<file path="config.mk">
export PLATFORM = sky130hd
export DESIGN_NAME = proximity_motion_classifier
export DESIGN_NICKNAME = d
export VERILOG_FILES = /design/src/rtl/pmc_pkg.sv /design/src/rtl/pmc_cell.sv /design/src/rtl/pmc_window.sv /design/src/rtl/pmc_div.sv /design/src/rtl/proximity_motion_classifier.sv
export SDC_FILE = /design/constraint.sdc
export NUM_CORES = 2
export LEC_CHECK = 0
export BUFFER_PORTS_ARGS = -buffer_cell sky130_fd_sc_hd__buf_2
export CAP_MARGIN = 15
export CELL_PAD_IN_SITES_DETAIL_PLACEMENT = 0
export CELL_PAD_IN_SITES_GLOBAL_PLACEMENT = 2
export CORE_UTILIZATION = 42
export DETAILED_ROUTE_END_ITERATION = 10
export PLACE_DENSITY_LB_ADDON = 0.1
export SKIP_CTS_REPAIR_TIMING = 1
export SLEW_MARGIN = 5
export SYNTH_ARGS = -nofsm -noshare
export SYNTH_HDL_FRONTEND = slang
export SYNTH_SLANG_ARGS = --single-unit
</file>
<file path="constraint.sdc">
create_clock -name clk_i -period 7.9 [get_ports clk_i]
set_input_delay 1.185 -clock clk_i [delete_from_list [all_inputs] [get_ports clk_i]]
set_output_delay 1.185 -clock clk_i [all_outputs]
set_load 0.1 [all_outputs]
</file>
<file path="src/rtl/pmc_pkg.sv">
`timescale 1ns / 1ps
// ----------------------------------------------------------------------------
// pmc_pkg: shared types and constants of the proximity motion classifier
// Window sizing, calibration constants, mean divider constants and codes.
// ----------------------------------------------------------------------------
package pmc_pkg;

  // window of offsets and differences
  localparam int WINDOW        = 10;
  localparam int CALIB_SAMPLES = 200;

  localparam int DATA_W = 16;
  localparam int CFG_W  = 15;
  localparam int OFFS_W = 17;

  // running sums over the window
  localparam int MAG_W  = $clog2(WINDOW * 32768 + 1);
  localparam int SUM_W  = MAG_W + 1;

  // divide by WINDOW through a reciprocal, exact for any MAG_W bit magnitude
  localparam int DIV_SH = MAG_W + $clog2(WINDOW);
  localparam longint DIV_M_L = ((64'd1 << DIV_SH) + WINDOW - 1) / WINDOW;
  localparam logic [MAG_W:0] DIV_M = (MAG_W + 1)'(DIV_M_L);
  localparam int PROD_W = 2 * MAG_W + 1;

  // calibration filter: level = (level * 31 + sample) / 32
  localparam int FILT_DIV = 32;
  localparam int FILT_SH  = $clog2(FILT_DIV);
  localparam int FILT_MUL = FILT_DIV - 1;
  localparam int FILT_W   = DATA_W + FILT_SH;

  localparam int CNT_W = $clog2(CALIB_SAMPLES + 2);

  localparam logic [CFG_W-1:0] HYST_RST = CFG_W'(50);
  localparam logic [CFG_W-1:0] IDLE_RST = CFG_W'(600);

  typedef enum logic [0:0] {
    REG_HYST = 1'b0,
    REG_IDLE = 1'b1
  } reg_idx_e;

  typedef enum logic [1:0] {
    OP_SAMPLE = 2'd0,
    OP_BEGIN  = 2'd1,
    OP_RECAL  = 2'd2,
    OP_STOP   = 2'd3
  } op_e;

  typedef enum logic [2:0] {
    ST_OFF  = 3'd0,
    ST_CAL  = 3'd1,
    ST_IDLE = 3'd2,
    ST_APPR = 3'd3,
    ST_RETR = 3'd4,
    ST_HOLD = 3'd5
  } sense_e;

  typedef enum logic [1:0] {
    PH_OFF,
    PH_CAL,
    PH_RUN
  } phase_e;

  typedef struct packed {
    logic shift;
    logic clr;
  } pmc_shift_t;

  typedef struct packed {
    logic              s_neg;
    logic [DATA_W-1:0] s_mag;
    logic              d_neg;
    logic [DATA_W-1:0] d_mag;
  } pmc_quot_t;

  // what the front stage tells the output stage about one word
  typedef struct packed {
    logic                     is_samp;
    logic                     run;
    logic                     keep_mode;
    sense_e                   mode;
    logic                     set_lvl;
    logic signed [OFFS_W-1:0] lvl;
    logic                     clr_slope;
    logic [DATA_W-1:0]        base;
  } pmc_pkt_t;

  function automatic logic signed [DATA_W-1:0] sat16(input logic signed [OFFS_W-1:0] v);
    logic signed [DATA_W-1:0] r;
    if (v[OFFS_W-1] != v[OFFS_W-2]) begin
      r = v[OFFS_W-1] ? {1'b1, {(DATA_W-1){1'b0}}} : {1'b0, {(DATA_W-1){1'b1}}};
    end else begin
      r = v[DATA_W-1:0];
    end
    return r;
  endfunction

endpackage

</file>
<file path="src/rtl/pmc_cell.sv">
`timescale 1ns / 1ps
// ----------------------------------------------------------------------------
// pmc_cell: one window position
// Holds one offset and one difference, takes its neighbor's pair on a shift, or zeros when clr is set.
// ----------------------------------------------------------------------------
module pmc_cell import pmc_pkg::*; (
  input  logic                     clk_i,
  input  logic                     rst_ni,
  input  pmc_shift_t               ctl_i,
  input  logic signed [DATA_W-1:0] off_i,
  input  logic signed [DATA_W-1:0] dif_i,
  output logic signed [DATA_W-1:0] off_o,
  output logic signed [DATA_W-1:0] dif_o
);

  logic signed [DATA_W-1:0] off_q, dif_q;

  always_ff @(posedge clk_i or negedge rst_ni) begin
    if (!rst_ni) begin
      off_q <= '0;
      dif_q <= '0;
    end else if (ctl_i.shift) begin
      off_q <= ctl_i.clr ? '0 : off_i;
      dif_q <= ctl_i.clr ? '0 : dif_i;
    end
  end

  assign off_o = off_q;
  assign dif_o = dif_q;

endmodule

</file>
<file path="src/rtl/pmc_window.sv">
`timescale 1ns / 1ps
// ----------------------------------------------------------------------------
// pmc_window: moving window of offsets and differences
// A chain of cells with running sums kept alongside.
// ----------------------------------------------------------------------------
module pmc_window import pmc_pkg::*; (
  input  logic                     clk_i,
  input  logic                     rst_ni,
  input  pmc_shift_t               ctl_i,
  input  logic signed [DATA_W-1:0] off_i,
  input  logic signed [DATA_W-1:0] dif_i,
  output logic signed [DATA_W-1:0] newest_o,
  output logic signed [SUM_W-1:0]  ssum_nxt_o,
  output logic signed [SUM_W-1:0]  dsum_nxt_o
);

  logic signed [DATA_W-1:0] off_w [WINDOW];
  logic signed [DATA_W-1:0] dif_w [WINDOW];
  logic signed [SUM_W-1:0]  ssum_q, ssum_d, dsum_q, dsum_d;
  pmc_shift_t               head_ctl;

  // the newest entry is loaded on every shift, never cleared
  assign head_ctl.shift = ctl_i.shift;
  assign head_ctl.clr   = 1'b0;

  for (genvar i = 0; i < WINDOW; i++) begin : g_cell
    if (i == 0) begin : g_head
      pmc_cell u_cell (
        .clk_i (clk_i),
        .rst_ni(rst_ni),
        .ctl_i (head_ctl),
        .off_i (off_i),
        .dif_i (dif_i),
        .off_o (off_w[i]),
        .dif_o (dif_w[i])
      );
    end else begin : g_body
      pmc_cell u_cell (
        .clk_i (clk_i),
        .rst_ni(rst_ni),
        .ctl_i (ctl_i),
        .off_i (off_w[i-1]),
        .dif_i (dif_w[i-1]),
        .off_o (off_w[i]),
        .dif_o (dif_w[i])
      );
    end
  end

  always_comb begin
    ssum_d = ssum_q;
    dsum_d = dsum_q;
    if (ctl_i.shift) begin
      if (ctl_i.clr) begin
        ssum_d = SUM_W'(off_i);
        dsum_d = SUM_W'(dif_i);
      end else begin
        ssum_d = ssum_q + SUM_W'(off_i) - SUM_W'(off_w[WINDOW-1]);
        dsum_d = dsum_q + SUM_W'(dif_i) - SUM_W'(dif_w[WINDOW-1]);
      end
    end
  end

  always_ff @(posedge clk_i or negedge rst_ni) begin
    if (!rst_ni) begin
      ssum_q <= '0;
      dsum_q <= '0;
    end else begin
      ssum_q <= ssum_d;
      dsum_q <= dsum_d;
    end
  end

  assign newest_o   = off_w[0];
  assign ssum_nxt_o = ssum_d;
  assign dsum_nxt_o = dsum_d;

endmodule

</file>
<file path="src/rtl/pmc_div.sv">
`timescale 1ns / 1ps
// ----------------------------------------------------------------------------
// pmc_div: window mean stage
// Magnitudes of both window sums divided by WINDOW with a reciprocal multiply.
// ----------------------------------------------------------------------------
module pmc_div import pmc_pkg::*; (
  input  logic                    clk_i,
  input  logic                    en_i,
  input  logic signed [SUM_W-1:0] ssum_i,
  input  logic signed [SUM_W-1:0] dsum_i,
  output pmc_quot_t               quot_o
);

  logic [MAG_W-1:0]  smag, dmag;
  logic [PROD_W-1:0] sprod, dprod;
  pmc_quot_t         quot_d, quot_q;

  always_comb begin
    smag  = ssum_i[SUM_W-1] ? MAG_W'(-ssum_i) : MAG_W'(ssum_i);
    dmag  = dsum_i[SUM_W-1] ? MAG_W'(-dsum_i) : MAG_W'(dsum_i);
    sprod = PROD_W'(smag) * PROD_W'(DIV_M);
    dprod = PROD_W'(dmag) * PROD_W'(DIV_M);
    quot_d.s_neg = ssum_i[SUM_W-1];
    quot_d.s_mag = sprod[DIV_SH +: DATA_W];
    quot_d.d_neg = dsum_i[SUM_W-1];
    quot_d.d_mag = dprod[DIV_SH +: DATA_W];
  end

  always_ff @(posedge clk_i) begin
    if (en_i) begin
      quot_q <= quot_d;
    end
  end

  assign quot_o = quot_q;

endmodule

</file>
<file path="src/rtl/proximity_motion_classifier.sv">
`timescale 1ns / 1ps
// ----------------------------------------------------------------------------
// proximity_motion_classifier: proximity sensor motion classifier
// Calibrates a baseline, then classifies window means into idle, approach, retract and hold.
// ----------------------------------------------------------------------------
// Usage:
//  - input channel (in_valid_i / in_stall_o) takes one word per cycle unless
//    stalled: an opcode (sample, begin, recalibrate, stop) and a raw sample
//  - every input word gives exactly one output word (out_valid_o /
//    out_stall_i) carrying the state, a changed flag, both means and the
//    baseline in force after that word
//  - the input word passes the stage a, stage b (window means) and output
//    stage registers before it is shown on the output
//  - throughput: one word per cycle while the output is not stalled; the cell
//    chain with its running sums takes a new sample every cycle, and the mean
//    multiply has a stage of its own
//  - a stalled output word holds; the three stage pipeline keeps taking
//    input until it is full, then raises in_stall_o
//  - reset clears the window, baseline and state to off, hysteresis to 50
//    and idle threshold to 600
//  - configuration writes (cfg_we_i) are meant for an idle block
// ----------------------------------------------------------------------------
module proximity_motion_classifier import pmc_pkg::*; (
  input  logic                     clk_i,
  input  logic                     rst_ni,
  input  logic                     cfg_we_i,
  input  logic                     cfg_idx_i,
  input  logic [CFG_W-1:0]         cfg_data_i,
  input  logic                     in_valid_i,
  output logic                     in_stall_o,
  input  logic [1:0]               opcode_i,
  input  logic [DATA_W-1:0]        sample_i,
  output logic                     out_valid_o,
  input  logic                     out_stall_i,
  output logic [2:0]               sense_state_o,
  output logic                     changed_o,
  output logic signed [OFFS_W-1:0] mean_offset_o,
  output logic signed [DATA_W-1:0] mean_slope_o,
  output logic [DATA_W-1:0]        baseline_out_o
);

  // configuration
  logic [CFG_W-1:0] hyst_q, idle_q;

  always_ff @(posedge clk_i or negedge rst_ni) begin
    if (!rst_ni) begin
      hyst_q <= HYST_RST;
      idle_q <= IDLE_RST;
    end else if (cfg_we_i) begin
      case (reg_idx_e'(cfg_idx_i))
        REG_HYST: hyst_q <= cfg_data_i;
        REG_IDLE: idle_q <= cfg_data_i;
        default: ;
      endcase
    end
  end

  // pipeline flow
  logic a_v_q, b_v_q, out_v_q;
  logic out_en, b_rdy, a_rdy, accept, a_move;

  assign out_en     = !out_v_q || !out_stall_i;
  assign b_rdy      = !b_v_q || out_en;
  assign a_rdy      = !a_v_q || b_rdy;
  assign accept     = in_valid_i && a_rdy;
  assign a_move     = a_v_q && b_rdy;
  assign in_stall_o = !a_rdy;

  always_ff @(posedge clk_i or negedge rst_ni) begin
    if (!rst_ni) begin
      a_v_q   <= 1'b0;
      b_v_q   <= 1'b0;
      out_v_q <= 1'b0;
    end else begin
      if (a_rdy) a_v_q <= accept;
      if (b_rdy) b_v_q <= a_v_q;
      if (out_en) out_v_q <= b_v_q;
    end
  end

  // front stage: phase control, calibration and window update
  phase_e                   phase_q, phase_d;
  logic                     pend_q, pend_d;
  logic [DATA_W-1:0]        base_q, base_d;
  logic [DATA_W-1:0]        cal_q, cal_d;
  logic [CNT_W-1:0]         cnt_q, cnt_d;
  logic [FILT_W-1:0]        filt_acc;
  logic [DATA_W-1:0]        filt;
  logic signed [DATA_W-1:0] newest, off_new, dif_new;
  logic signed [SUM_W-1:0]  ssum_nxt, dsum_nxt;
  pmc_shift_t               win_ctl;
  pmc_pkt_t                 pkt;

  assign filt_acc = FILT_W'(cal_q) * FILT_W'(FILT_MUL) + FILT_W'(sample_i);
  assign filt     = filt_acc[FILT_SH +: DATA_W];
  assign off_new  = sat16($signed({1'b0, sample_i}) - $signed({1'b0, base_q}));
  assign dif_new  = sat16(OFFS_W'(off_new) - OFFS_W'(newest));

  always_comb begin
    phase_d     = phase_q;
    pend_d      = pend_q;
    base_d      = base_q;
    cal_d       = cal_q;
    cnt_d       = cnt_q;
    win_ctl     = '0;
    pkt         = '0;
    pkt.mode    = ST_OFF;
    if (accept) begin
      case (op_e'(opcode_i))
        OP_BEGIN: begin
          base_d        = '0;
          pend_d        = 1'b1;
          pkt.keep_mode = 1'b1;
        end
        OP_RECAL: begin
          phase_d = PH_OFF;
          pend_d  = 1'b1;
        end
        OP_STOP: begin
          phase_d = PH_OFF;
        end
        OP_SAMPLE: begin
          pkt.is_samp   = 1'b1;
          win_ctl.shift = 1'b1;
          case (phase_q)
            PH_OFF: begin
              win_ctl.clr = 1'b1;
              pkt.set_lvl = 1'b1;
              pkt.lvl     = $signed({1'b0, sample_i});
              cal_d       = sample_i;
              cnt_d       = '0;
              base_d      = '0;
              if (pend_q) begin
                phase_d  = PH_CAL;
                pend_d   = 1'b0;
                pkt.mode = ST_CAL;
              end
            end
            PH_CAL: begin
              pkt.set_lvl = 1'b1;
              if (cnt_q > CNT_W'(CALIB_SAMPLES)) begin
                cnt_d         = '0;
                phase_d       = PH_RUN;
                base_d        = filt;
                pkt.lvl       = '0;
                pkt.clr_slope = 1'b1;
                pkt.mode      = ST_IDLE;
              end else begin
                cnt_d    = cnt_q + 1'b1;
                cal_d    = filt;
                pkt.lvl  = $signed({1'b0, filt});
                pkt.mode = ST_CAL;
              end
            end
            PH_RUN: begin
              pkt.run = 1'b1;
            end
            default: ;
          endcase
        end
        default: ;
      endcase
    end
    pkt.base = base_d;
  end

  always_ff @(posedge clk_i or negedge rst_ni) begin
    if (!rst_ni) begin
      phase_q <= PH_OFF;
      pend_q  <= 1'b0;
      base_q  <= '0;
      cal_q   <= '0;
      cnt_q   <= '0;
    end else begin
      phase_q <= phase_d;
      pend_q  <= pend_d;
      base_q  <= base_d;
      cal_q   <= cal_d;
      cnt_q   <= cnt_d;
    end
  end

  pmc_window u_window (
    .clk_i     (clk_i),
    .rst_ni    (rst_ni),
    .ctl_i     (win_ctl),
    .off_i     (off_new),
    .dif_i     (dif_new),
    .newest_o  (newest),
    .ssum_nxt_o(ssum_nxt),
    .dsum_nxt_o(dsum_nxt)
  );

  // stage a: word and sums after the update
  pmc_pkt_t                a_pkt_q, b_pkt_q;
  logic signed [SUM_W-1:0] a_ssum_q, a_dsum_q;
  pmc_quot_t               quot;

  always_ff @(posedge clk_i) begin
    if (accept) begin
      a_pkt_q  <= pkt;
      a_ssum_q <= ssum_nxt;
      a_dsum_q <= dsum_nxt;
    end
    if (a_move) begin
      b_pkt_q <= a_pkt_q;
    end
  end

  // stage b: window means
  pmc_div u_div (
    .clk_i (clk_i),
    .en_i  (a_move),
    .ssum_i(a_ssum_q),
    .dsum_i(a_dsum_q),
    .quot_o(quot)
  );

  // output stage: classification and the visible state
  sense_e                   mode_q, mode_d, run_mode;
  logic signed [OFFS_W-1:0] lvl_q, lvl_d, mean_s;
  logic signed [DATA_W-1:0] slope_q, slope_d, mean_d;
  logic                     chg_q;
  logic [DATA_W-1:0]        base_out_q;
  logic                     c_load;

  assign c_load = b_v_q && out_en;

  always_comb begin
    mean_s = quot.s_neg ? -$signed({1'b0, quot.s_mag}) : $signed({1'b0, quot.s_mag});
    mean_d = quot.d_neg ? -$signed(quot.d_mag) : $signed(quot.d_mag);
    // truncation toward zero keeps |mean| equal to the quotient magnitude
    if (quot.s_mag < {1'b0, idle_q}) begin
      run_mode = ST_IDLE;
    end else if (quot.d_mag > {1'b0, hyst_q}) begin
      run_mode = quot.d_neg ? ST_RETR : ST_APPR;
    end else begin
      run_mode = ST_HOLD;
    end

    mode_d  = mode_q;
    lvl_d   = lvl_q;
    slope_d = slope_q;
    if (b_pkt_q.run) begin
      mode_d  = run_mode;
      lvl_d   = mean_s;
      slope_d = mean_d;
    end else begin
      if (!b_pkt_q.keep_mode) mode_d = b_pkt_q.mode;
      if (b_pkt_q.set_lvl) lvl_d = b_pkt_q.lvl;
      if (b_pkt_q.clr_slope) slope_d = '0;
    end
  end

  always_ff @(posedge clk_i or negedge rst_ni) begin
    if (!rst_ni) begin
      mode_q     <= ST_OFF;
      lvl_q      <= '0;
      slope_q    <= '0;
      chg_q      <= 1'b0;
      base_out_q <= '0;
    end else if (c_load) begin
      mode_q     <= mode_d;
      lvl_q      <= lvl_d;
      slope_q    <= slope_d;
      chg_q      <= b_pkt_q.is_samp && (mode_d != mode_q);
      base_out_q <= b_pkt_q.base;
    end
  end

  assign out_valid_o    = out_v_q;
  assign sense_state_o  = mode_q;
  assign changed_o      = chg_q;
  assign mean_offset_o  = lvl_q;
  assign mean_slope_o   = slope_q;
  assign baseline_out_o = base_out_q;

endmodule

</file>
Word level (Yosys, flattened, before mapping)

Cells that the tools add are included.
Widths: inputs -> output; s select.

Word-level logic and storage cells: 185
Bits of input ports: 39
Bits in read-only memories: 0
Bits in registers: 645
RAM bits: 0
Output and inout port bits: 55
Memories kept: 0
Latch bits: 0

Multipliers: 3
$lt $le $gt $ge: 3
Reductions and logical operators: 30
Mux-type cells: 64
Add/subtract/negate cells: 12
Div/mod/pow operators: 0
Eq/ne operators: 13
Bitwise gates (word level): 1
Shift operators: 0

Operator list:

| kind                   | count |
|---|---|
| $mux 16                | 29 |
| $pmux 16 s2            | 3 |
| $mux 20                | 4 |
| $mul 19x20->39 const B | 2 |
| $mux 17                | 3 |
| $pmux 21 s2            | 1 |
| $add 20x16->20         | 2 |
| $sub 20x16->20         | 2 |
| $mux 19                | 2 |
| $neg 19->19            | 2 |
| $sub 16x16->17         | 2 |
| $add 21x16->21         | 1 |
| $mul 16x5->21 const B  | 1 |
| $neg 16->17            | 1 |
| $gt 16x15->1           | 1 |
| $lt 16x15->1           | 1 |
| $neg 16->16            | 1 |
| $pmux 8 s2             | 1 |
| $mux 3                 | 5 |
| $mux 2                 | 6 |
| $reduce_and 2->1       | 5 |
| $reduce_bool 2->1      | 5 |
| $ne 3x3->1 const B     | 3 |
| $add 8x1->8 const B    | 1 |
| other kinds (19)       | 42 |

Depth between registers and ports, before layout

Word-level depth: 10
Gate-level depth with buffers: 36
Mapped depth without buffers: 35

Hierarchy

A second synthesis with hierarchy kept.

Cell total of the unflattened synthesis: 4694
Area, all modules: 46378.2 µm²

Modules (own cells, without submodules):

| module                      | instances | cells each | area each (µm²) | sequential area each (µm²) |
|---|---|---|---|---|
| proximity_motion_classifier | 1         | 1453       | 15128.3         | 6780.3 |
| pmc_cell                    | 10        | 138        | 1407.6          | 800.8 |
| pmc_div                     | 1         | 1258       | 12266.8         | 1021.0 |
| pmc_window                  | 1         | 603        | 4907.2          | 1001.0 |

Worst setup path after synthesis

No wires, ideal clock.

Kind: input -> register
Start: in sample_i[0]
End: reg a_dsum_q[18], data pin
Arrival: 7.465 ns
Path buffers: 2
Stages: 34
Setup slack: 0.165 ns
Cells stage by stage: inv_1 ha_1 inv_1 fa_1 a21oi_1 o21bai_1 a211oi_2 a21oi_2 o211ai_2 a21oi_2 buf_6 maj3_2 ha_1 nor2b_1 o21a_1 o21ai_1 a2111o_1 a21oi_1 o21a_2 and3_4 buf_6 o21ai_0 fa_1 inv_1 ha_1 a21oi_1 o311a_1 o21ai_0 nand4_1 nand2_1 o41ai_1 o21ai_0 xnor2_1 o22ai_1

Longest elaborated chain between the ends: 10
Elaborated cells between the ends (all ways): 12
Those cells by class: add/sub (4); eq/ne (2); mux (6)

Ends and longest elaborated chain:

| element                                      | line                               | RTL |
|---|---|---|
| from (decl)                                  | proximity_motion_classifier.sv:32  | `input logic [DATA_W-1:0] sample_i,` |
| $sub 16x16->17 *                             | proximity_motion_classifier.sv:96  | `assign off_new = sat16($signed({1'b0, sample_i}) - $signed({1'b0, base_q}));` |
| $mux 16 / $ne 1x1->1 (equally long branches) | pmc_pkg.sv:91, pmc_pkg.sv:90       |  |
| $mux 16 *                                    | pmc_pkg.sv:90                      | `if (v[OFFS_W-1] != v[OFFS_W-2]) begin` |
| via off_new[2]                               | proximity_motion_classifier.sv:89  | `logic signed [DATA_W-1:0] newest, off_new, dif_new;` |
| $sub 16x16->17 *                             | proximity_motion_classifier.sv:97  | `assign dif_new = sat16(OFFS_W'(off_new) - OFFS_W'(newest));` |
| $mux 16 / $ne 1x1->1 (equally long branches) | pmc_pkg.sv:91, pmc_pkg.sv:90       |  |
| $mux 16 *                                    | pmc_pkg.sv:90                      |  |
| $add 20x16->20                               | pmc_window.sv:59                   | `dsum_d = dsum_q + SUM_W'(dif_i) - SUM_W'(dif_w[WINDOW-1]);` |
| $sub 20x16->20                               | pmc_window.sv:59                   |  |
| $mux 20 *                                    | pmc_window.sv:54                   | `if (ctl_i.clr) begin` |
| $mux 20 *                                    | pmc_window.sv:53                   | `if (ctl_i.shift) begin` |
| via dsum_nxt[18]                             | proximity_motion_classifier.sv:90  | `logic signed [SUM_W-1:0] ssum_nxt, dsum_nxt;` |
| to (signal assigned)                         | proximity_motion_classifier.sv:203 | `a_dsum_q <= dsum_nxt;` |
| to (decl)                                    | proximity_motion_classifier.sv:196 | `logic signed [SUM_W-1:0] a_ssum_q, a_dsum_q;` |

Mark *: on every way through the listed nets, which the timed path passes. The rest lies on a longest branch.
A chain may end at the register's enable or synchronous reset.

Worst setup path in the final report

Start: reg a_ssum_q[5]
End: reg u_div.quot_q (netlist bit u_div.quot_o[29]), data pin

Longest elaborated chain between the ends: 3

Ends and longest elaborated chain:

| element                | line                               | RTL |
|---|---|---|
| from (decl)            | proximity_motion_classifier.sv:196 |  |
| from (signal assigned) | proximity_motion_classifier.sv:202 | `a_ssum_q <= ssum_nxt;` |
| $neg 19->19            | pmc_div.sv:19                      | `smag = ssum_i[SUM_W-1] ? MAG_W'(-ssum_i) : MAG_W'(ssum_i);` |
| $mux 19 *              | pmc_div.sv:19                      |  |
| $mul 19x20->39 *       | pmc_div.sv:21                      | `sprod = PROD_W'(smag) * PROD_W'(DIV_M);` |
| via u_div.sprod[35]    | pmc_div.sv:15                      | `logic [PROD_W-1:0] sprod, dprod;` |
| to (signal assigned)   | pmc_div.sv:31                      | `quot_q <= quot_d;` |
| to (decl)              | pmc_div.sv:16                      | `pmc_quot_t quot_d, quot_q;` |

Marks and branches as above.

==> flow_summary.yaml <==
floorplanning:
  start_util: 0.4253
  rows: 117
  die-area_um2: 104600
  core_um2: 102000
  top_level_ports: 94
  die_w_um: 323.4
  die_h_um: 323.4
route:
  dr.first_iter.drc_count: 1833
  drt_wl_total_um: 114900
  wl_per_cell_um: 18.82
  drt-pass1-iter-count: 5
  drc_errors: 0
  vias: 30932
  detail-route-antenna-nets: 0
  viasPerCell: 5.066
synthesis:
  ys.flop_type: "dfrtp_1"
  synth-edff-count: 152
  syn-num-nets: 5150
  yosysSeqAreaShare: 0.3873
  yosys_warnings: 0
  syn-cell-area_um2: 43400
  async_flop_share: 0.7629
  avgSynthCellArea_um2: 9.859
  yosysUniqueCellTypes: 105
  ys_seq_elements: 641
  syn_inst: 4402
placed_design:
  dp_slack_ns: -0.6483
  numPortBuffers: 93
  hpwlAfterDp_um: 87490
  place.gp.congestion: 0.8791
timing:
  fmax_ghz: 0.1319
  skew_ns: 0.02488
  finalMaxSlewViolations: 0
  finalHoldViolations: 0
  finalSetupViolCount: 0
  hold_ws_ns: 0.4068
  fin_crit_ns: 7.583
  period_share: 0.9598
  worst_pin_slew_ns: 1.144
  fin_ws_ns: 0.3174
  slew_headroom: 0.2370
  setup-tns-final_ns: 0
worst_setup_path:
  path_class: "reg2reg"
  crit_arrival_ns: 7.96
  cp_max_fo: 3
  crit_required_ns: 8.27
  start_kind: "flop"
  end_kind: "flop"
clocking:
  clk_latency_ns: 0.64
  ctsHtreeMaxLevel: 3
  clock_sinks: 641
  root_buffer: "clkbuf_16"
  clk_pin_slew_worst_paths_ns: 0.06
  cts_max_path_buffers: 3
  cts_tree: "done"
  numCtsBuffers: 75
outcome:
  outcome: "complete, no violations"
job:
  drv_cap: 0
final_layout:
  drive_above_1_share: 0.1303
  syn_to_final_growth_pct: 14.91
  fin_util: 0.4887
  final_nets: 5422
global_route:
  antenna_found_initial: 2
  track_usage: 0.2249
  overflow: 0
  grt_pass1_wl_um: 182500
  grt_max_degree: 170
  grt_pass1_vias: 31802
min_path:
  hold_path.class: "reg2reg"
==> cells in the mapped netlist (38+ instances only) <==
| cell | number | area, µm² |
|---|---|---|
| a21o_1 | 53 | 397.9 |
| a21oi_1 | 134 | 670.6 |
| clkbuf_1 | 123 | 461.7 |
| dfrtp_1 | 482 | 12060 |
| edfxtp_1 | 152 | 4564 |
| fa_1 | 295 | 5906 |
| ha_1 | 414 | 5180 |
| inv_1 | 575 | 2158 |
| nand2_1 | 773 | 2902 |
| nand3_1 | 308 | 1541 |
| nor2_1 | 149 | 559.3 |
| o21ai_0 | 185 | 925.9 |
| o31ai_1 | 38 | 285.3 |
| xnor2_1 | 100 | 875.8 |
| xor2_1 | 65 | 569.3 |
==> worst paths after layout <==
kind | cells past startpoint | start | endpoint | slack (ns)
setup / recovery | 26 | a_ssum_q[5] | u_div.quot_o[29] | 0.32
hold / removal | 0 | a_pkt_q[8] | b_pkt_q[8] | 0.41
setup reg to reg | 26 | a_ssum_q[5] | u_div.quot_o[29] | 0.32
hold reg to reg | 0 | a_pkt_q[8] | b_pkt_q[8] | 0.41
max in group asynchronous | 2 | rst_ni | u_window.g_cell[0].g_head.u_cell.dif_o[0] | 5.77
min in group asynchronous | 1 | rst_ni | idle_q[2] | 0.58
==> kinds of logic (layout without fill, tap and decap cells) <==
family	Yosys count	count (layout)	share of synthesized area
flops	641	641	0.3873
other cells	0	3	0
simple gates	1421	1421	0.1435
xor+xnor	165	165	0.03330
fa+ha+maj	717	717	0.2573
mux	34	34	0.008880
buf+inv	739	1072	0.06467
compound gates	685	685	0.1049
==> state kept, by name, summed over array words and instances (netlist names), 17 cells and up <==
name                                 cells
a_ssum_q                                20
u_window.dsum_q                         20
b_pkt_q                                 39
u_window.ssum_q                         20
u_window.g_cell.g_body.u_cell.dif_o    144
u_window.g_cell.g_body.u_cell.off_o    144
u_div.quot_o                            34
a_dsum_q                                20
a_pkt_q                                 39
mean_offset_o                           17
==> critical path, cell delays in order (launching register included) <==
cell and delay, ns:
edfxtp_1 0.43, or4_4 0.56, or4_4 0.52, nand2b_4 0.18, o41ai_4 0.40, xnor2_2 0.18
ha_2 0.21, inv_1 0.06, fa_1 0.49, fa_1 0.57, inv_1 0.08, fa_1 0.48
inv_1 0.05, fa_1 0.47, inv_1 0.05, fa_1 0.44, ha_1 0.32, a21oi_1 0.15
o21ai_1 0.12, a31oi_1 0.19, nand2_1 0.13, or2_1 0.26, a211o_1 0.38, a31oi_4 0.19
o21bai_1 0.10, xor2_1 0.16, buf_4 0.15
==> through the flow <==
step                      area [µm²]  cells
final                          49870   6106
after global routing           49860   6104
after floorplan                43400   4402
after global placement         46920   5954
after detailed placement       46920   5955
after CTS                      49520   6093
==> layout by cell type, fill, tap and decap left out, types with 148 or more instances in the layout <==
cell      count
buf_4       259
dfrtp_1     482
edfxtp_1    152
fa_1        291
ha_1        409
inv_1       574
nand2_1     771
nand3_1     308
nor2_1      148
o21ai_0     178
==> per-layer routing <==
metal  wire length [µm]  track usage  share of wire
met1              54740       0.3147           0.48
met2              54520       0.3712           0.47
met3               3343      0.02673          0.029
met4               2319      0.05340          0.020
met5                 13            0        0.00011
==> layout make-up <==
cell class,instances,area (µm²)
fillers,9722,52170
multi-input cells,3022,24070
flip-flops and latches,641,16810
repair buffers,356,2500
clock buffers,105,2195
inverters,578,2171
well taps,1368,1712
clock inverters,33,401.6
diodes,3,7.507
Power is not shown: default switching activity piles up to over one toggle a cycle in this logic, so the estimate is an artifact.
